## src/rtl/core/istp_pkg.sv

```systemverilog
// ----------------------------------------------------------------------------
// istp_pkg
// Types, character codes and calendar tables for the timestamp parser.
// ----------------------------------------------------------------------------
package istp_pkg;

    localparam logic [4:0]  TEXT_LEN     = 5'd20;
    localparam logic [7:0]  CH_ZERO      = 8'h30;
    localparam logic [7:0]  CH_NINE      = 8'h39;
    localparam logic [7:0]  CH_DASH      = 8'h2D;
    localparam logic [7:0]  CH_COLON     = 8'h3A;
    localparam logic [7:0]  CH_T         = 8'h54;
    localparam logic [7:0]  CH_Z         = 8'h5A;
    localparam logic [7:0]  CH_NONE      = 8'h00;
    localparam logic [31:0] DAYS_PER_ERA = 32'd146097;
    localparam logic [31:0] EPOCH_SHIFT  = 32'd719468;
    localparam logic [31:0] SEC_PER_DAY  = 32'd86400;

    // one parsed timestamp handed from front to back
    typedef struct packed {
        logic       ok_pre;   // format and length good
        logic [6:0] yr_hi;    // first two year digits
        logic [6:0] yr_lo;    // last two year digits
        logic [6:0] month;
        logic [6:0] day;
        logic [6:0] hour;
        logic [6:0] minute;
        logic [6:0] second;
    } istp_rec_t;

    // required separator at a position, CH_NONE where a digit goes
    function automatic logic [7:0] sep_for_pos(input logic [4:0] pos);
        logic [7:0] s;
        unique case (pos)
            5'd4, 5'd7:   s = CH_DASH;
            5'd10:        s = CH_T;
            5'd13, 5'd16: s = CH_COLON;
            5'd19:        s = CH_Z;
            default:      s = CH_NONE;
        endcase
        return s;
    endfunction

    function automatic logic [4:0] month_days(input logic [3:0] m);
        logic [4:0] d;
        unique case (m)
            4'd2:                      d = 5'd28;
            4'd4, 4'd6, 4'd9, 4'd11:   d = 5'd30;
            default:                   d = 5'd31;
        endcase
        return d;
    endfunction

    // day of year at month start, March-based month index
    function automatic logic [8:0] doy_start(input logic [3:0] mm);
        logic [8:0] d;
        unique case (mm)
            4'd0:    d = 9'd0;
            4'd1:    d = 9'd31;
            4'd2:    d = 9'd61;
            4'd3:    d = 9'd92;
            4'd4:    d = 9'd122;
            4'd5:    d = 9'd153;
            4'd6:    d = 9'd184;
            4'd7:    d = 9'd214;
            4'd8:    d = 9'd245;
            4'd9:    d = 9'd275;
            4'd10:   d = 9'd306;
            4'd11:   d = 9'd337;
            default: d = 9'd0;
        endcase
        return d;
    endfunction

endpackage

```

## src/rtl/core/iso_timestamp_to_epoch_parser_unit.sv

```systemverilog
// ----------------------------------------------------------------------------
// iso_timestamp_to_epoch_parser_unit
// Parses YYYY-MM-DDThh:mm:ssZ text into Unix seconds.
// ----------------------------------------------------------------------------
// Characters are taken one per cycle while the timestamp queue has room.
// A result passes from the queue through the back end states CHK, ERA, YOE,
// DOE, DAYS, MUL and OUT; the back end works on one timestamp at a time.
// The queue (QUEUE_DEPTH entries) lets the next text stream in meanwhile.
// Synchronous active-low reset clears the parser position, queue and output.
module iso_timestamp_to_epoch_parser_unit #(
    parameter int QUEUE_DEPTH = 2
) (
    input  logic        aclk,
    input  logic        aresetn,
    input  logic        s_tvalid,
    output logic        s_tready,
    input  logic [7:0]  s_tdata,   // [7:0] char_code
    input  logic        s_tlast,   // end_of_text
    output logic        m_tvalid,
    input  logic        m_tready,
    output logic [31:0] m_tdata,   // [31:0] epoch_seconds
    output logic [0:0]  m_tuser    // [0] ok
);

    logic                q_full, q_empty, push, pop;
    istp_pkg::istp_rec_t push_rec, head_rec;

    assign s_tready = !q_full;

    istp_front u_front (
        .aclk        (aclk),
        .aresetn     (aresetn),
        .accept      (s_tvalid && s_tready),
        .char_code   (s_tdata),
        .end_of_text (s_tlast),
        .push        (push),
        .rec         (push_rec)
    );

    istp_queue #(
        .DEPTH (QUEUE_DEPTH)
    ) u_queue (
        .aclk     (aclk),
        .aresetn  (aresetn),
        .push     (push),
        .push_rec (push_rec),
        .pop      (pop),
        .head_rec (head_rec),
        .empty    (q_empty),
        .full     (q_full)
    );

    istp_back u_back (
        .aclk      (aclk),
        .aresetn   (aresetn),
        .head_rec  (head_rec),
        .empty     (q_empty),
        .pop       (pop),
        .out_valid (m_tvalid),
        .out_ready (m_tready),
        .out_ok    (m_tuser[0]),
        .out_secs  (m_tdata)
    );

endmodule

```

## src/rtl/core/istp_front.sv

```systemverilog
// ----------------------------------------------------------------------------
// istp_front
// Checks each character against its position and accumulates the fields.
// ----------------------------------------------------------------------------
module istp_front (
    input  logic                 aclk,
    input  logic                 aresetn,
    input  logic                 accept,
    input  logic [7:0]           char_code,
    input  logic                 end_of_text,
    output logic                 push,
    output istp_pkg::istp_rec_t  rec
);

    logic [4:0] pos_reg, pos_next;
    logic       err_reg, err_next;
    logic [6:0] yhi_reg, yhi_next, ylo_reg, ylo_next;
    logic [6:0] mon_reg, mon_next, day_reg, day_next;
    logic [6:0] hr_reg, hr_next, min_reg, min_next, sec_reg, sec_next;

    logic       is_digit;
    logic [3:0] dv;
    logic [7:0] sep;

    function automatic logic [6:0] acc(input logic [6:0] v, input logic [3:0] d);
        logic [10:0] t;
        t = 11'(v) * 11'd10 + 11'(d);
        return t[6:0];
    endfunction

    assign is_digit = (char_code >= istp_pkg::CH_ZERO) && (char_code <= istp_pkg::CH_NINE);
    assign dv       = char_code[3:0];
    assign sep      = istp_pkg::sep_for_pos(pos_reg);

    always_comb begin
        pos_next = pos_reg;
        err_next = err_reg;
        yhi_next = yhi_reg;
        ylo_next = ylo_reg;
        mon_next = mon_reg;
        day_next = day_reg;
        hr_next  = hr_reg;
        min_next = min_reg;
        sec_next = sec_reg;
        if ((char_code == 8'd0) || (pos_reg >= istp_pkg::TEXT_LEN)) begin
            err_next = 1'b1;
        end else begin
            pos_next = pos_reg + 5'd1;
            if (sep != istp_pkg::CH_NONE) begin
                if (char_code != sep) err_next = 1'b1;
            end else if (!is_digit) begin
                err_next = 1'b1;
            end else begin
                priority if (pos_reg < 5'd2) begin
                    yhi_next = acc(yhi_reg, dv);
                end else if (pos_reg < 5'd4) begin
                    ylo_next = acc(ylo_reg, dv);
                end else if (pos_reg < 5'd7) begin
                    mon_next = acc(mon_reg, dv);
                end else if (pos_reg < 5'd10) begin
                    day_next = acc(day_reg, dv);
                end else if (pos_reg < 5'd13) begin
                    hr_next = acc(hr_reg, dv);
                end else if (pos_reg < 5'd16) begin
                    min_next = acc(min_reg, dv);
                end else begin
                    sec_next = acc(sec_reg, dv);
                end
            end
        end
    end

    assign push = accept && end_of_text;

    always_comb begin
        rec.ok_pre = !err_next && (pos_next == istp_pkg::TEXT_LEN);
        rec.yr_hi  = yhi_next;
        rec.yr_lo  = ylo_next;
        rec.month  = mon_next;
        rec.day    = day_next;
        rec.hour   = hr_next;
        rec.minute = min_next;
        rec.second = sec_next;
    end

    always_ff @(posedge aclk) begin
        if (!aresetn || push) begin
            pos_reg <= '0;
            err_reg <= 1'b0;
            yhi_reg <= '0;
            ylo_reg <= '0;
            mon_reg <= '0;
            day_reg <= '0;
            hr_reg  <= '0;
            min_reg <= '0;
            sec_reg <= '0;
        end else if (accept) begin
            pos_reg <= pos_next;
            err_reg <= err_next;
            yhi_reg <= yhi_next;
            ylo_reg <= ylo_next;
            mon_reg <= mon_next;
            day_reg <= day_next;
            hr_reg  <= hr_next;
            min_reg <= min_next;
            sec_reg <= sec_next;
        end
    end

endmodule

```

## src/rtl/core/istp_queue.sv

```systemverilog
// ----------------------------------------------------------------------------
// istp_queue
// Small register queue of parsed timestamps between front and back.
// ----------------------------------------------------------------------------
module istp_queue #(
    parameter int DEPTH = 2
) (
    input  logic                 aclk,
    input  logic                 aresetn,
    input  logic                 push,
    input  istp_pkg::istp_rec_t  push_rec,
    input  logic                 pop,
    output istp_pkg::istp_rec_t  head_rec,
    output logic                 empty,
    output logic                 full
);

    localparam int PTR_W = (DEPTH > 1) ? $clog2(DEPTH) : 1;
    localparam int CNT_W = $clog2(DEPTH + 1);

    istp_pkg::istp_rec_t mem_reg [DEPTH];
    logic [PTR_W-1:0]    wr_ptr_reg, rd_ptr_reg;
    logic [CNT_W-1:0]    cnt_reg;

    assign empty    = (cnt_reg == '0);
    assign full     = (cnt_reg == CNT_W'(DEPTH));
    assign head_rec = mem_reg[rd_ptr_reg];

    always_ff @(posedge aclk) begin
        if (push) mem_reg[wr_ptr_reg] <= push_rec;
    end

    always_ff @(posedge aclk) begin
        if (!aresetn) begin
            wr_ptr_reg <= '0;
            rd_ptr_reg <= '0;
            cnt_reg    <= '0;
        end else begin
            if (push) begin
                wr_ptr_reg <= (wr_ptr_reg == PTR_W'(DEPTH - 1)) ? '0 : wr_ptr_reg + 1'b1;
            end
            if (pop) begin
                rd_ptr_reg <= (rd_ptr_reg == PTR_W'(DEPTH - 1)) ? '0 : rd_ptr_reg + 1'b1;
            end
            if (push && !pop) begin
                cnt_reg <= cnt_reg + 1'b1;
            end else if (pop && !push) begin
                cnt_reg <= cnt_reg - 1'b1;
            end
        end
    end

endmodule

```

## src/rtl/core/istp_back.sv

```systemverilog
// ----------------------------------------------------------------------------
// istp_back
// Range checks and civil-days to Unix seconds, one step per cycle while the output is free.
// ----------------------------------------------------------------------------
module istp_back (
    input  logic                 aclk,
    input  logic                 aresetn,
    input  istp_pkg::istp_rec_t  head_rec,
    input  logic                 empty,
    output logic                 pop,
    output logic                 out_valid,
    input  logic                 out_ready,
    output logic                 out_ok,
    output logic [31:0]          out_secs
);

    localparam logic [2:0] S_IDLE = 3'd0;
    localparam logic [2:0] S_CHK  = 3'd1;
    localparam logic [2:0] S_ERA  = 3'd2;
    localparam logic [2:0] S_YOE  = 3'd3;
    localparam logic [2:0] S_DOE  = 3'd4;
    localparam logic [2:0] S_DAYS = 3'd5;
    localparam logic [2:0] S_MUL  = 3'd6;
    localparam logic [2:0] S_OUT  = 3'd7;

    logic [2:0]          state_reg, state_next;
    istp_pkg::istp_rec_t rec_reg;
    logic                valid_reg;
    logic [3:0]          mm_reg;
    logic [14:0]         x_reg;      // shifted year: y + 400
    logic [4:0]          era_reg;    // era + 1
    logic [8:0]          yoe_reg, doy_reg;
    logic [17:0]         doe_reg;
    logic [16:0]         tod_reg;
    logic [31:0]         days_reg, prod_reg;
    logic                out_valid_reg, out_ok_reg;
    logic [31:0]         out_secs_reg;

    logic [13:0] year;
    logic        leap;
    logic [4:0]  maxd;
    logic        range_ok;
    logic [16:0] era_prod;
    logic [1:0]  c100;
    logic        out_free;

    assign year = 14'(14'(rec_reg.yr_hi) * 14'd100) + 14'(rec_reg.yr_lo);
    // 100 is a multiple of 4, so the low two digits decide; a full century
    // falls back on the high two digits
    assign leap = (rec_reg.yr_lo != 7'd0) ? (rec_reg.yr_lo[1:0] == 2'b00)
                                          : (rec_reg.yr_hi[1:0] == 2'b00);

    always_comb begin
        maxd = istp_pkg::month_days(rec_reg.month[3:0]);
        if ((rec_reg.month == 7'd2) && leap) maxd = 5'd29;
    end

    assign range_ok = (rec_reg.month >= 7'd1) && (rec_reg.month <= 7'd12) &&
                      (rec_reg.day >= 7'd1) && (rec_reg.day <= 7'(maxd)) &&
                      (rec_reg.hour <= 7'd23) && (rec_reg.minute <= 7'd59) &&
                      (rec_reg.second <= 7'd59);

    // floor(x / 400) as floor((x >> 4) * 41 / 1024), exact for x below 16384
    assign era_prod = 17'(x_reg[14:4]) * 17'd41;

    always_comb begin
        priority if (yoe_reg >= 9'd300) c100 = 2'd3;
        else if (yoe_reg >= 9'd200)     c100 = 2'd2;
        else if (yoe_reg >= 9'd100)     c100 = 2'd1;
        else                            c100 = 2'd0;
    end

    assign out_free = !out_valid_reg || out_ready;
    assign pop      = (state_reg == S_IDLE) && !empty;

    always_comb begin
        unique case (state_reg)
            S_IDLE:  state_next = empty ? S_IDLE : S_CHK;
            S_CHK:   state_next = S_ERA;
            S_ERA:   state_next = S_YOE;
            S_YOE:   state_next = S_DOE;
            S_DOE:   state_next = S_DAYS;
            S_DAYS:  state_next = S_MUL;
            S_MUL:   state_next = S_OUT;
            S_OUT:   state_next = out_free ? S_IDLE : S_OUT;
            default: state_next = S_IDLE;
        endcase
    end

    always_ff @(posedge aclk) begin
        if (!aresetn) begin
            state_reg     <= S_IDLE;
            out_valid_reg <= 1'b0;
        end else begin
            state_reg <= state_next;
            if ((state_reg == S_OUT) && out_free) begin
                out_valid_reg <= 1'b1;
            end else if (out_ready) begin
                out_valid_reg <= 1'b0;
            end
        end
    end

    always_ff @(posedge aclk) begin
        unique case (state_reg)
            S_IDLE: begin
                if (!empty) rec_reg <= head_rec;
            end
            S_CHK: begin
                valid_reg <= rec_reg.ok_pre && range_ok;
                mm_reg    <= (rec_reg.month > 7'd2) ? rec_reg.month[3:0] - 4'd3
                                                    : rec_reg.month[3:0] + 4'd9;
                x_reg     <= 15'(year) + 15'd400 - ((rec_reg.month <= 7'd2) ? 15'd1 : 15'd0);
            end
            S_ERA: begin
                era_reg <= era_prod[14:10];
            end
            S_YOE: begin
                yoe_reg <= 9'(x_reg - 15'(era_reg) * 15'd400);
                doy_reg <= istp_pkg::doy_start(mm_reg) + 9'(rec_reg.day) - 9'd1;
                tod_reg <= 17'(rec_reg.hour) * 17'd3600 + 17'(rec_reg.minute) * 17'd60
                         + 17'(rec_reg.second);
            end
            S_DOE: begin
                doe_reg <= 18'(yoe_reg) * 18'd365 + 18'(yoe_reg[8:2]) - 18'(c100)
                         + 18'(doy_reg);
            end
            S_DAYS: begin
                // era_reg holds era + 1
                days_reg <= 32'(era_reg) * istp_pkg::DAYS_PER_ERA + 32'(doe_reg)
                          - istp_pkg::DAYS_PER_ERA - istp_pkg::EPOCH_SHIFT;
            end
            S_MUL: begin
                prod_reg <= days_reg * istp_pkg::SEC_PER_DAY;
            end
            S_OUT: begin
                if (out_free) begin
                    out_ok_reg   <= valid_reg;
                    out_secs_reg <= valid_reg ? prod_reg + 32'(tod_reg) : 32'd0;
                end
            end
            default: ;
        endcase
    end

    assign out_valid = out_valid_reg;
    assign out_ok    = out_ok_reg;
    assign out_secs  = out_secs_reg;

endmodule

```

## config.mk

```make
export PLATFORM = sky130hd
export DESIGN_NAME = iso_timestamp_to_epoch_parser_unit
export DESIGN_NICKNAME = d
export VERILOG_FILES = /design/src/rtl/core/istp_pkg.sv /design/src/rtl/core/iso_timestamp_to_epoch_parser_unit.sv /design/src/rtl/core/istp_front.sv /design/src/rtl/core/istp_queue.sv /design/src/rtl/core/istp_back.sv
export SDC_FILE = /design/constraint.sdc
export NUM_CORES = 1
export LEC_CHECK = 0
export ABC_AREA = 1
export BUFFER_PORTS_ARGS = -buffer_cell sky130_fd_sc_hd__buf_2
export CAP_MARGIN = 20
export CELL_PAD_IN_SITES_DETAIL_PLACEMENT = 0
export CELL_PAD_IN_SITES_GLOBAL_PLACEMENT = 2
export CORE_MARGIN = 3
export CORE_UTILIZATION = 25
export DETAILED_ROUTE_END_ITERATION = 7
export PLACE_DENSITY = 0.57
export SLEW_MARGIN = 40
export SYNTH_ARGS = -nofsm -noshare
export SYNTH_HDL_FRONTEND = slang
export SYNTH_SLANG_ARGS = --single-unit
```

## constraint.sdc

```tcl
create_clock -name aclk -period 13.1 [get_ports aclk]
set_input_delay 0.655 -clock aclk [delete_from_list [all_inputs] [get_ports aclk]]
set_output_delay 0.655 -clock aclk [all_outputs]
set_load 0.01 [all_outputs]
```

======== Yosys cells after proc, flatten, opt, wreduce, memory -nomap -nowiden ========
Memory sizes are Yosys's and may differ from the RTL's. A register that Yosys moved wholly into a read port is not among the register bits.
Cells that the tools add are included.
word-level totals
  register bits after elaboration ......... 231
  RAM bits ................................ 100
  ROM bits ................................ 144
  input bits .............................. 13
  word-level logic and storage cells ...... 231
  memories kept ........................... 2
operators by class
  $add $sub $neg .......................... 29
  multipliers ............................. 15
  order comparisons ....................... 21
  equal/unequal tests ..................... 22
  multiplexer cells ....................... 75
  bitwise operators ....................... 1
  reductions and logical operators ........ 40
memory list
  name             words  width  read ports  clocked after memory_dff  write ports  RTL line          RTL
  (no name shown)  16     9      1           1                         0            istp_pkg.sv:57    unique case (mm)
  u_queue.mem_reg  2      50     1           1                         1            istp_queue.sv:21  istp_pkg::istp_rec_t mem_reg [DEPTH];
operators by type and width
  kind                                                                    number
  7-bit 2-to-1 mux                                                        48
  7-bit by 4-bit adder with 7-bit output                                  7
  7-bit by 3-bit multiplier with 6-bit output (second input constant)     7
  32-bit by 17-bit adder with 32-bit output                               1
  32-bit by 10-bit multiplier with 25-bit output (second input constant)  1
  32-bit by 18-bit subtractor with 32-bit output (second input constant)  1
  32-bit by 20-bit subtractor with 32-bit output (second input constant)  1
  7-bit case mux with 4 select lines                                      1
  23-bit by 18-bit adder with 24-bit output                               1
  3-bit case mux with 8 select lines                                      1
  5-bit by 18-bit multiplier with 23-bit output (second input constant)   1
  18-bit by 7-bit adder with 18-bit output                                1
  18-bit by 9-bit adder with 18-bit output                                1
  9-bit by 9-bit multiplier with 18-bit output (second input constant)    1
  18-bit by 2-bit subtractor with 18-bit output                           1
  17-bit by 13-bit adder with 17-bit output                               1
  17-bit by 7-bit adder with 17-bit output                                1
  1-bit logical AND                                                       16
  14-bit by 9-bit adder with 15-bit output (second input constant)        1
  5-bit equality test (second input constant)                             3
  11-bit by 6-bit multiplier with 15-bit output (second input constant)   1
  15-bit subtractor                                                       1
  14-bit by 7-bit adder with 14-bit output                                1
  7-bit by 1-bit >= comparator with 1-bit output (second input constant)  2
  59 further kinds                                                        102

======== Depth between registers and ports, before layout ========
Gate-level depths: netlist of the first run.
  depth after elaboration ................. 11
  gate-level depth with buffers ........... 28
  depth with buffers taken out ............ 28

======== Hierarchy ========
Synthesis of the first run repeated with hierarchy kept, for this count alone.
unflattened totals
  cell total of the unflattened synthesis .. 3428
  area, all modules ....................... 31756.7 um^2
modules (own cells, without submodules)
  module                              times used  cells each  area each (um^2)  sequential area each (um^2)
  istp_back                           1           2424        22317.7           6596.3
  istp_front                          1           810         5332.6            1101.1
  istp_queue                          1           191         4092.7            3103.0
  iso_timestamp_to_epoch_parser_unit  1           3           13.8              0.0

======== Least setup slack after synthesis of the first run ========
No wires, ideal clock.
  kind .................................... register to register
  start point ............................. register u_back.yoe_reg[4]
  end point ............................... register u_back.doe_reg[15], data pin
  setup time .............................. 262 ps
  arrival ................................. 4429 ps
  required time ........................... 12838 ps
  setup slack ............................. 8409 ps
  stages on the path, launching flop included .. 18
  path buffers ............................ 0
  clock period less this slack ............ 4691 ps
  cell sequence ........................... edfxtp_1 inv_1 ha_1 fa_1 inv_1 fa_1 inv_1 fa_1 fa_1 ha_1 nand2_1 inv_1 nand4_1 o211ai_1 a21boi_0 o21ai_0 a21oi_1 xor2_1
on the way
  cells in the longest elaborated chain, start to end .. 6
  elaborated cells on any way between the ends .. 10
ends and longest elaborated chain
  element                                                                               RTL line          RTL
  start: declaration                                                                    istp_back.sv:32   logic [8:0] yoe_reg, doy_reg;
  start signal: assignment                                                              istp_back.sv:119  yoe_reg <= 9'(x_reg - 15'(era_reg) * 15'd400);
  branches (longest 4 deep; another with 9-bit by 9-bit multiplier with 18-bit output)  -
  18-bit by 2-bit subtractor with 18-bit output (*)                                     istp_back.sv:125  doe_reg <= 18'(yoe_reg) * 18'd365 + 18'(yoe_reg[8:2]) - 18'(c100)
  18-bit by 9-bit adder with 18-bit output (*)                                          istp_back.sv:126  + 18'(doy_reg);
  end signal: assignment                                                                istp_back.sv:125
  end: declaration                                                                      istp_back.sv:33   logic [17:0] doe_reg;
Every way passes the cells marked *.
A chain may end at the register's enable or synchronous reset.

======== Worst setup path after layout of the first run ========
  start point ............................. register u_back.yoe_reg[4]
  end point ............................... register u_back.doe_reg[17], data pin
The elaborated chain is that of the path after synthesis.

==> results of run 1 <==
worst paths after layout:
path                startpoint                  to  slack [ps]  depth (start not counted)
max          u_back.yoe_reg[4]  u_back.doe_reg[17]        7880                         17
min            u_back.x_reg[1]   u_back.yoe_reg[1]         420                          0
max reg2reg  u_back.yoe_reg[4]  u_back.doe_reg[17]        7880                         17
min reg2reg    u_back.x_reg[1]   u_back.yoe_reg[1]         420                          0
stage by stage:
| step | utilization | setup slack (ps) | hold slack (ps) |
|---|---|---|---|
| after floorplan | - | 8410 | 400 |
| after global placement | 0.271 | 7890 | 405 |
| after detailed placement | 0.272 | 7780 | 405 |
| after CTS | 0.285 | 7770 | 388 |
| after global routing | 0.285 | 7370 | 409 |
| final | 0.285 | 7880 | 417 |
layout by cell type, fill, tap and decap left out, drive strengths merged, types with 35 or more instances in the layout:
cell,count
dfxtp,72
clkbuf,62
buf,64
nand4,35
fa,167
inv,729
edfxtp,311
nor2,200
xnor2,76
ha,421
nand3,104
xor2,114
o21ai,175
nand2,617
a21oi,162
worst max-delay path, cell delays in order (launching register included):
cell and delay [ps]:
edfxtp_1 640, inv_1 230, ha_1 410, fa_1 520, inv_1 50, fa_1 470
inv_1 50, fa_1 500, fa_1 440, ha_1 380, nand2_1 90, inv_1 50
nand4_1 90, o211ai_1 150, a21boi_0 190, o21ai_0 370, a21oi_1 150, xnor2_1 160
metal layers:
| metal | share of wire | vias up |
|---|---|---|
| li1 | - | 10900 |
| met1 | 0.50 | 9395 |
| met2 | 0.46 | 120 |
| met3 | 0.024 | 60 |
| met4 | 0.013 | 0 |
| met5 | 0 | - |
final cells by class:
| type | count | area [µm²] | share of cell area |
|---|---|---|---|
| Clock buffer | 62 | 1320 | 0.0384 |
| Sequential cell | 383 | 10800 | 0.315 |
| Tap cell | 1612 | 2020 | 0.0589 |
| Timing Repair Buffer | 64 | 410 | 0.0120 |
| Multi-Input combinational cell | 2195 | 16700 | 0.488 |
| Clock inverter | 26 | 304 | 0.00888 |
| Inverter | 727 | 2730 | 0.0797 |
kinds of logic after synthesis:
group | Yosys count | synth area share
flip-flops | 383 | 0.356
AND/OR/NAND/NOR | 1014 | 0.138
AO/OA/AOI/OAI | 403 | 0.0721
buffers and inverters | 761 | 0.0945
XOR/XNOR | 190 | 0.0552
adder cells (fa/ha/maj) | 588 | 0.284
Yosys cell counts (4+ instances only):
library cell | number | area share
nor2_1 | 198 | 0.025
nor3_1 | 31 | 0.0051
inv_1 | 719 | 0.089
o21ai_0 | 136 | 0.022
xnor2_1 | 76 | 0.022
a21o_1 | 4 | 0.00099
ha_1 | 421 | 0.17
clkbuf_1 | 29 | 0.0036
o211ai_1 | 10 | 0.0025
or2_2 | 11 | 0.0023
xor2_1 | 113 | 0.033
o22ai_1 | 5 | 0.0010
inv_2 | 6 | 0.00074
a31oi_1 | 13 | 0.0027
edfxtp_1 | 311 | 0.31
nor4_1 | 6 | 0.0012
a21oi_1 | 162 | 0.027
fa_1 | 167 | 0.11
nand4_1 | 35 | 0.0072
o21bai_1 | 8 | 0.0020
a211oi_1 | 5 | 0.0012
nand3_1 | 102 | 0.017
o21ai_1 | 38 | 0.0063
nand2_1 | 614 | 0.076
dfxtp_1 | 72 | 0.048
==> metrics.txt, run 1 <==
Max clock buf depth=3; I/O Buffers=47; setup TNS=0 ps; total gr overflow=0; gpl congestion=0.765; Syn Area/Cell=about 9 µm²; drt first pass iters=5; clk_skew=around 20 ps; max-cap viol count=0; vias in the first global route=21400; Die X=~350 µm; largest net degree at the start of global routing=58; Seq cells post-synth=between 300 and 400; Vias/cell=approximately 4.0; Crit Path Class=reg -> reg; final hold violation count=0; CTS tree=built; residual DRC count=0; met3 Track Usage GR=0.0159; global route hottest layer=met2; Starting Density=0.252; # setup viols final=0; max reg flops=100; Tcrit/Tclk final=0.399; Root Buffer=clkbuf_16; first-pass GRT wire length=around 120000 µm; worst-path fanout max=8; antenna violations before repair=0; pins over their slew limit=0; nature of the critical path startpoint=flop; Core Region=approximately 120000 µm²; cell area after layout=34300 µm²; setup bufs post-CTS=0; sequential fraction of the synthesis area=0.356; Total GRT Usage=0.116; Syn. warnings=0; Syn Inst Count=approximately 3300; CTS sink cnt=~380; via count=20500; met1 Track Usage GR=0.161; hold buffers post-CTS=0; Hold Crit Class=reg -> reg; RSZ-0062 raised after global routing=no; I/O pins=48; Post-Synthesis Cell Area=between 30000 and 40000 µm²; CP arrival=between 5000 and 6000 ps; P&R area growth vs syn=13.1%; detailed placer's ending HPWL=roughly 56000 µm; placed cell area=32600 µm²; Die Ht=~350 µm; Placed Cells=4981; PostCTS Resize Cnt=0; routed len/inst=14.1 µm; slew margin rel.=0.452; H-tree Lvls=2; final layout net count=4021; M2 GR Usage=0.194; DIE AREA=approximately 130000 µm²; Cell Count, Final, Fillers Out=between 5000 and 6000; Fill cells=~13000; synth unique cells=52; Num CTS Buffers=49; Reg clk slew, reported paths=around 60 ps; Post-Syn Nets=between 3000 and 4000; layout cell share with drive strength beyond 1=0.0526; Tmin final=~5200 ps; Detail Route Antenna Nets=0; 1st-iter DRT viols=~850; outcome=finished, final reports clean; Peak Freq=around 190 MHz; # diodes=0; Worst Path Required=13440 ps; # rows=between 100 and 150; Skew-Pair Late Insertion Delay=620 ps; worst-margin pin slew=823 ps; CP endpoint kind=flop; asr flop ratio synth=0; Post-synth EDFFs=just over 300; Top FF cell, synth=edfxtp_1; DRT Wirelength=71400 µm
Power of run 1 is not shown: default switching activity piles up to over one toggle a cycle in this logic, so the estimate is an artifact.
==> inputs of run 2 (changes only) <==
==> constraint.sdc (replaced) <==
create_clock -name aclk -period 5 [get_ports aclk]
set_input_delay 0.25 -clock aclk [delete_from_list [all_inputs] [get_ports aclk]]
set_output_delay 0.25 -clock aclk [all_outputs]
set_load 0.01 [all_outputs]
==> metrics.txt, run 2 (synthesized netlist as in run 1, its figures left out) <==
Skew-Pair Late Insertion Delay=600 ps (-20 ps); CP endpoint kind=flop; Total GRT Usage=0.115 (-0.000685); Die X=354 µm (unchanged); Worst Path Required=5330 ps (-8110 ps); Tmin final=4710 ps (-508 ps); Detail Route Antenna Nets=0 (unchanged); P&R area growth vs syn=14.9%; Vias/cell=4.05 (+0.14%); utilization after layout=0.290 (+0.00437); # setup viols final=0 (unchanged); Starting Density=0.252 (unchanged); crit path buf inv count=4 (unchanged); largest net degree at the start of global routing=57 (-1.7%); commonest non-fill, non-tap cell in the layout=inv_1; I/O Buffers=47 (unchanged); residual DRC count=0 (unchanged); Core Region=120000 µm² (unchanged); Crit Path Class=reg -> reg; CP arrival=5040 ps (-520 ps); Max clock buf depth=3 (unchanged); worst hold path stage count=4 (+4); total gr overflow=0 (unchanged); CP top delay family=adder cells; DIE AREA=125000 µm² (unchanged); final layout net count=4075 (+1.3%); CTS tree=built; max reg flops=100 (unchanged); worst-path fanout max=4 (-4); clk_skew=19.8 ps (-0.161 ps); vias in the first global route=21700 (+1.4%); Crit-path slowest cell=fa_1; worst r2r path cells=17 (unchanged); R2R setup slack=290 ps (-7590 ps); gpl congestion=0.752 (-1.7%); Num CTS Buffers=49 (unchanged); final hold violation count=0 (unchanged); DRT Wirelength=71100 µm (-0.42%); outcome=finished, final reports clean; via count=20700 (+1.2%); Crit path depth=17 (unchanged); # rows=127 (unchanged); # diodes=0 (unchanged); first-pass GRT wire length=118000 µm (+0.37%); slew margin rel.=0.541 (+0.0897); detailed placer's ending HPWL=56800 µm (+1.1%); worst-path cell chain=inv_1 -> ha_1 -> fa_1 -> inv_1 -> fa_1 -> inv_1 -> fa_1 -> fa_1 -> ha_1 -> nand2_1 -> inv_1 -> nand4_1 -> o211ai_1 -> a21boi_1 -> o21ai_1 -> a21oi_1 -> xor2_1; Die Ht=354 µm (unchanged); setup TNS=0 ps (unchanged); antenna violations before repair=0 (unchanged); routed len/inst=13.9 µm (-1.5%); Fill cells=13000 (unchanged); max-cap viol count=0 (unchanged); Root Buffer=clkbuf_16; Peak Freq=212 MHz (+11%); worst-margin pin slew=688 ps (-135 ps); I/O pins=48 (unchanged); drt first pass iters=5 (unchanged); layout cell share with drive strength beyond 1=0.0681 (+0.0154); H-tree Lvls=2 (unchanged); 1st-iter DRT viols=725 (-15%); Hold Crit Class=in -> reg; pins over their slew limit=0 (unchanged); nature of the critical path startpoint=flop; Tcrit/Tclk final=0.943 (+0.544); Reg clk slew, reported paths=60 ps (about the same); CTS sink cnt=383 (unchanged); CP max stage delay=520 ps (-120 ps); highest-count cells in the layout ignoring fill and taps=715 x inv_1, 613 x nand2_1, 420 x ha_1
run 2: cell count changes in the layout (fill, tap and decap cells not counted), moves of 2 or more:
cell	before	now
buf_12	0	2
inv_1	718	715
bufinv_16	5	8
o21ai_0	136	133
buf_4	14	64
clkinv_1	5	7
clkinv_4	4	1
inv_2	8	10
o21ai_1	38	41
a21oi_2	0	2
a21oi_1	162	160
run 2: per-layer routing:
layer,track usage,part of all wire
met5,0,0
met4,0.0205,0.014
met3,0.0139,0.022
met2,0.194,0.46
met1,0.160,0.50
run 2: final cells by class:
| cell class | instances | area [µm²] | share of cell area |
|---|---|---|---|
| inverter | 727 | 2730 | 0.0785 |
| tap | 1612 | 2020 | 0.0580 |
| clock buffer | 62 | 1320 | 0.0378 |
| clock inverter | 27 | 377 | 0.0108 |
| timing repair buffer | 118 | 851 | 0.0245 |
| multi-input combinational | 2195 | 16700 | 0.481 |
| sequential | 383 | 10800 | 0.310 |
run 2: final timing paths:
path	from	endpoint
setup / recovery	u_back.yoe_reg[5]	u_back.doe_reg[15]
setup reg to reg	u_back.yoe_reg[5]	u_back.doe_reg[15]
hold / removal	m_tready	u_back.state_reg[1]
hold reg to reg	u_back.x_reg[0]	u_back.yoe_reg[0]
run 2: metrics by stage:
step / setup slack (ps) / instance area (µm²) / cells / hold slack, ps
floorplan: 309 / 30300 / 3339 / 368
global placement: 166 / 32900 / 5016 / 407
detailed placement: 133 / 33000 / 5020 / 405
CTS: 105 / 34700 / 5110 / 20.8
global route: -8.27 / 34800 / 5124 / 31.5
finish: 286 / 34800 / 5124 / 53.7
run 2: tightest hold or removal path, cell delays in order:
cell,delay [ps]
buf_2,110
nor2_1,100
nand2_1,70
a31oi_1,60
run 2: repair_timing:
action / 4_1_cts / 5_1_grt
setup endpoints to repair: 0 / 10
hold endpoints to repair: 4 / 0
gates resized for setup: 0 / 11
buffers inserted: 0 / 14
hold buffers: 1 / 0
Power of run 2 is left out for the same reason.
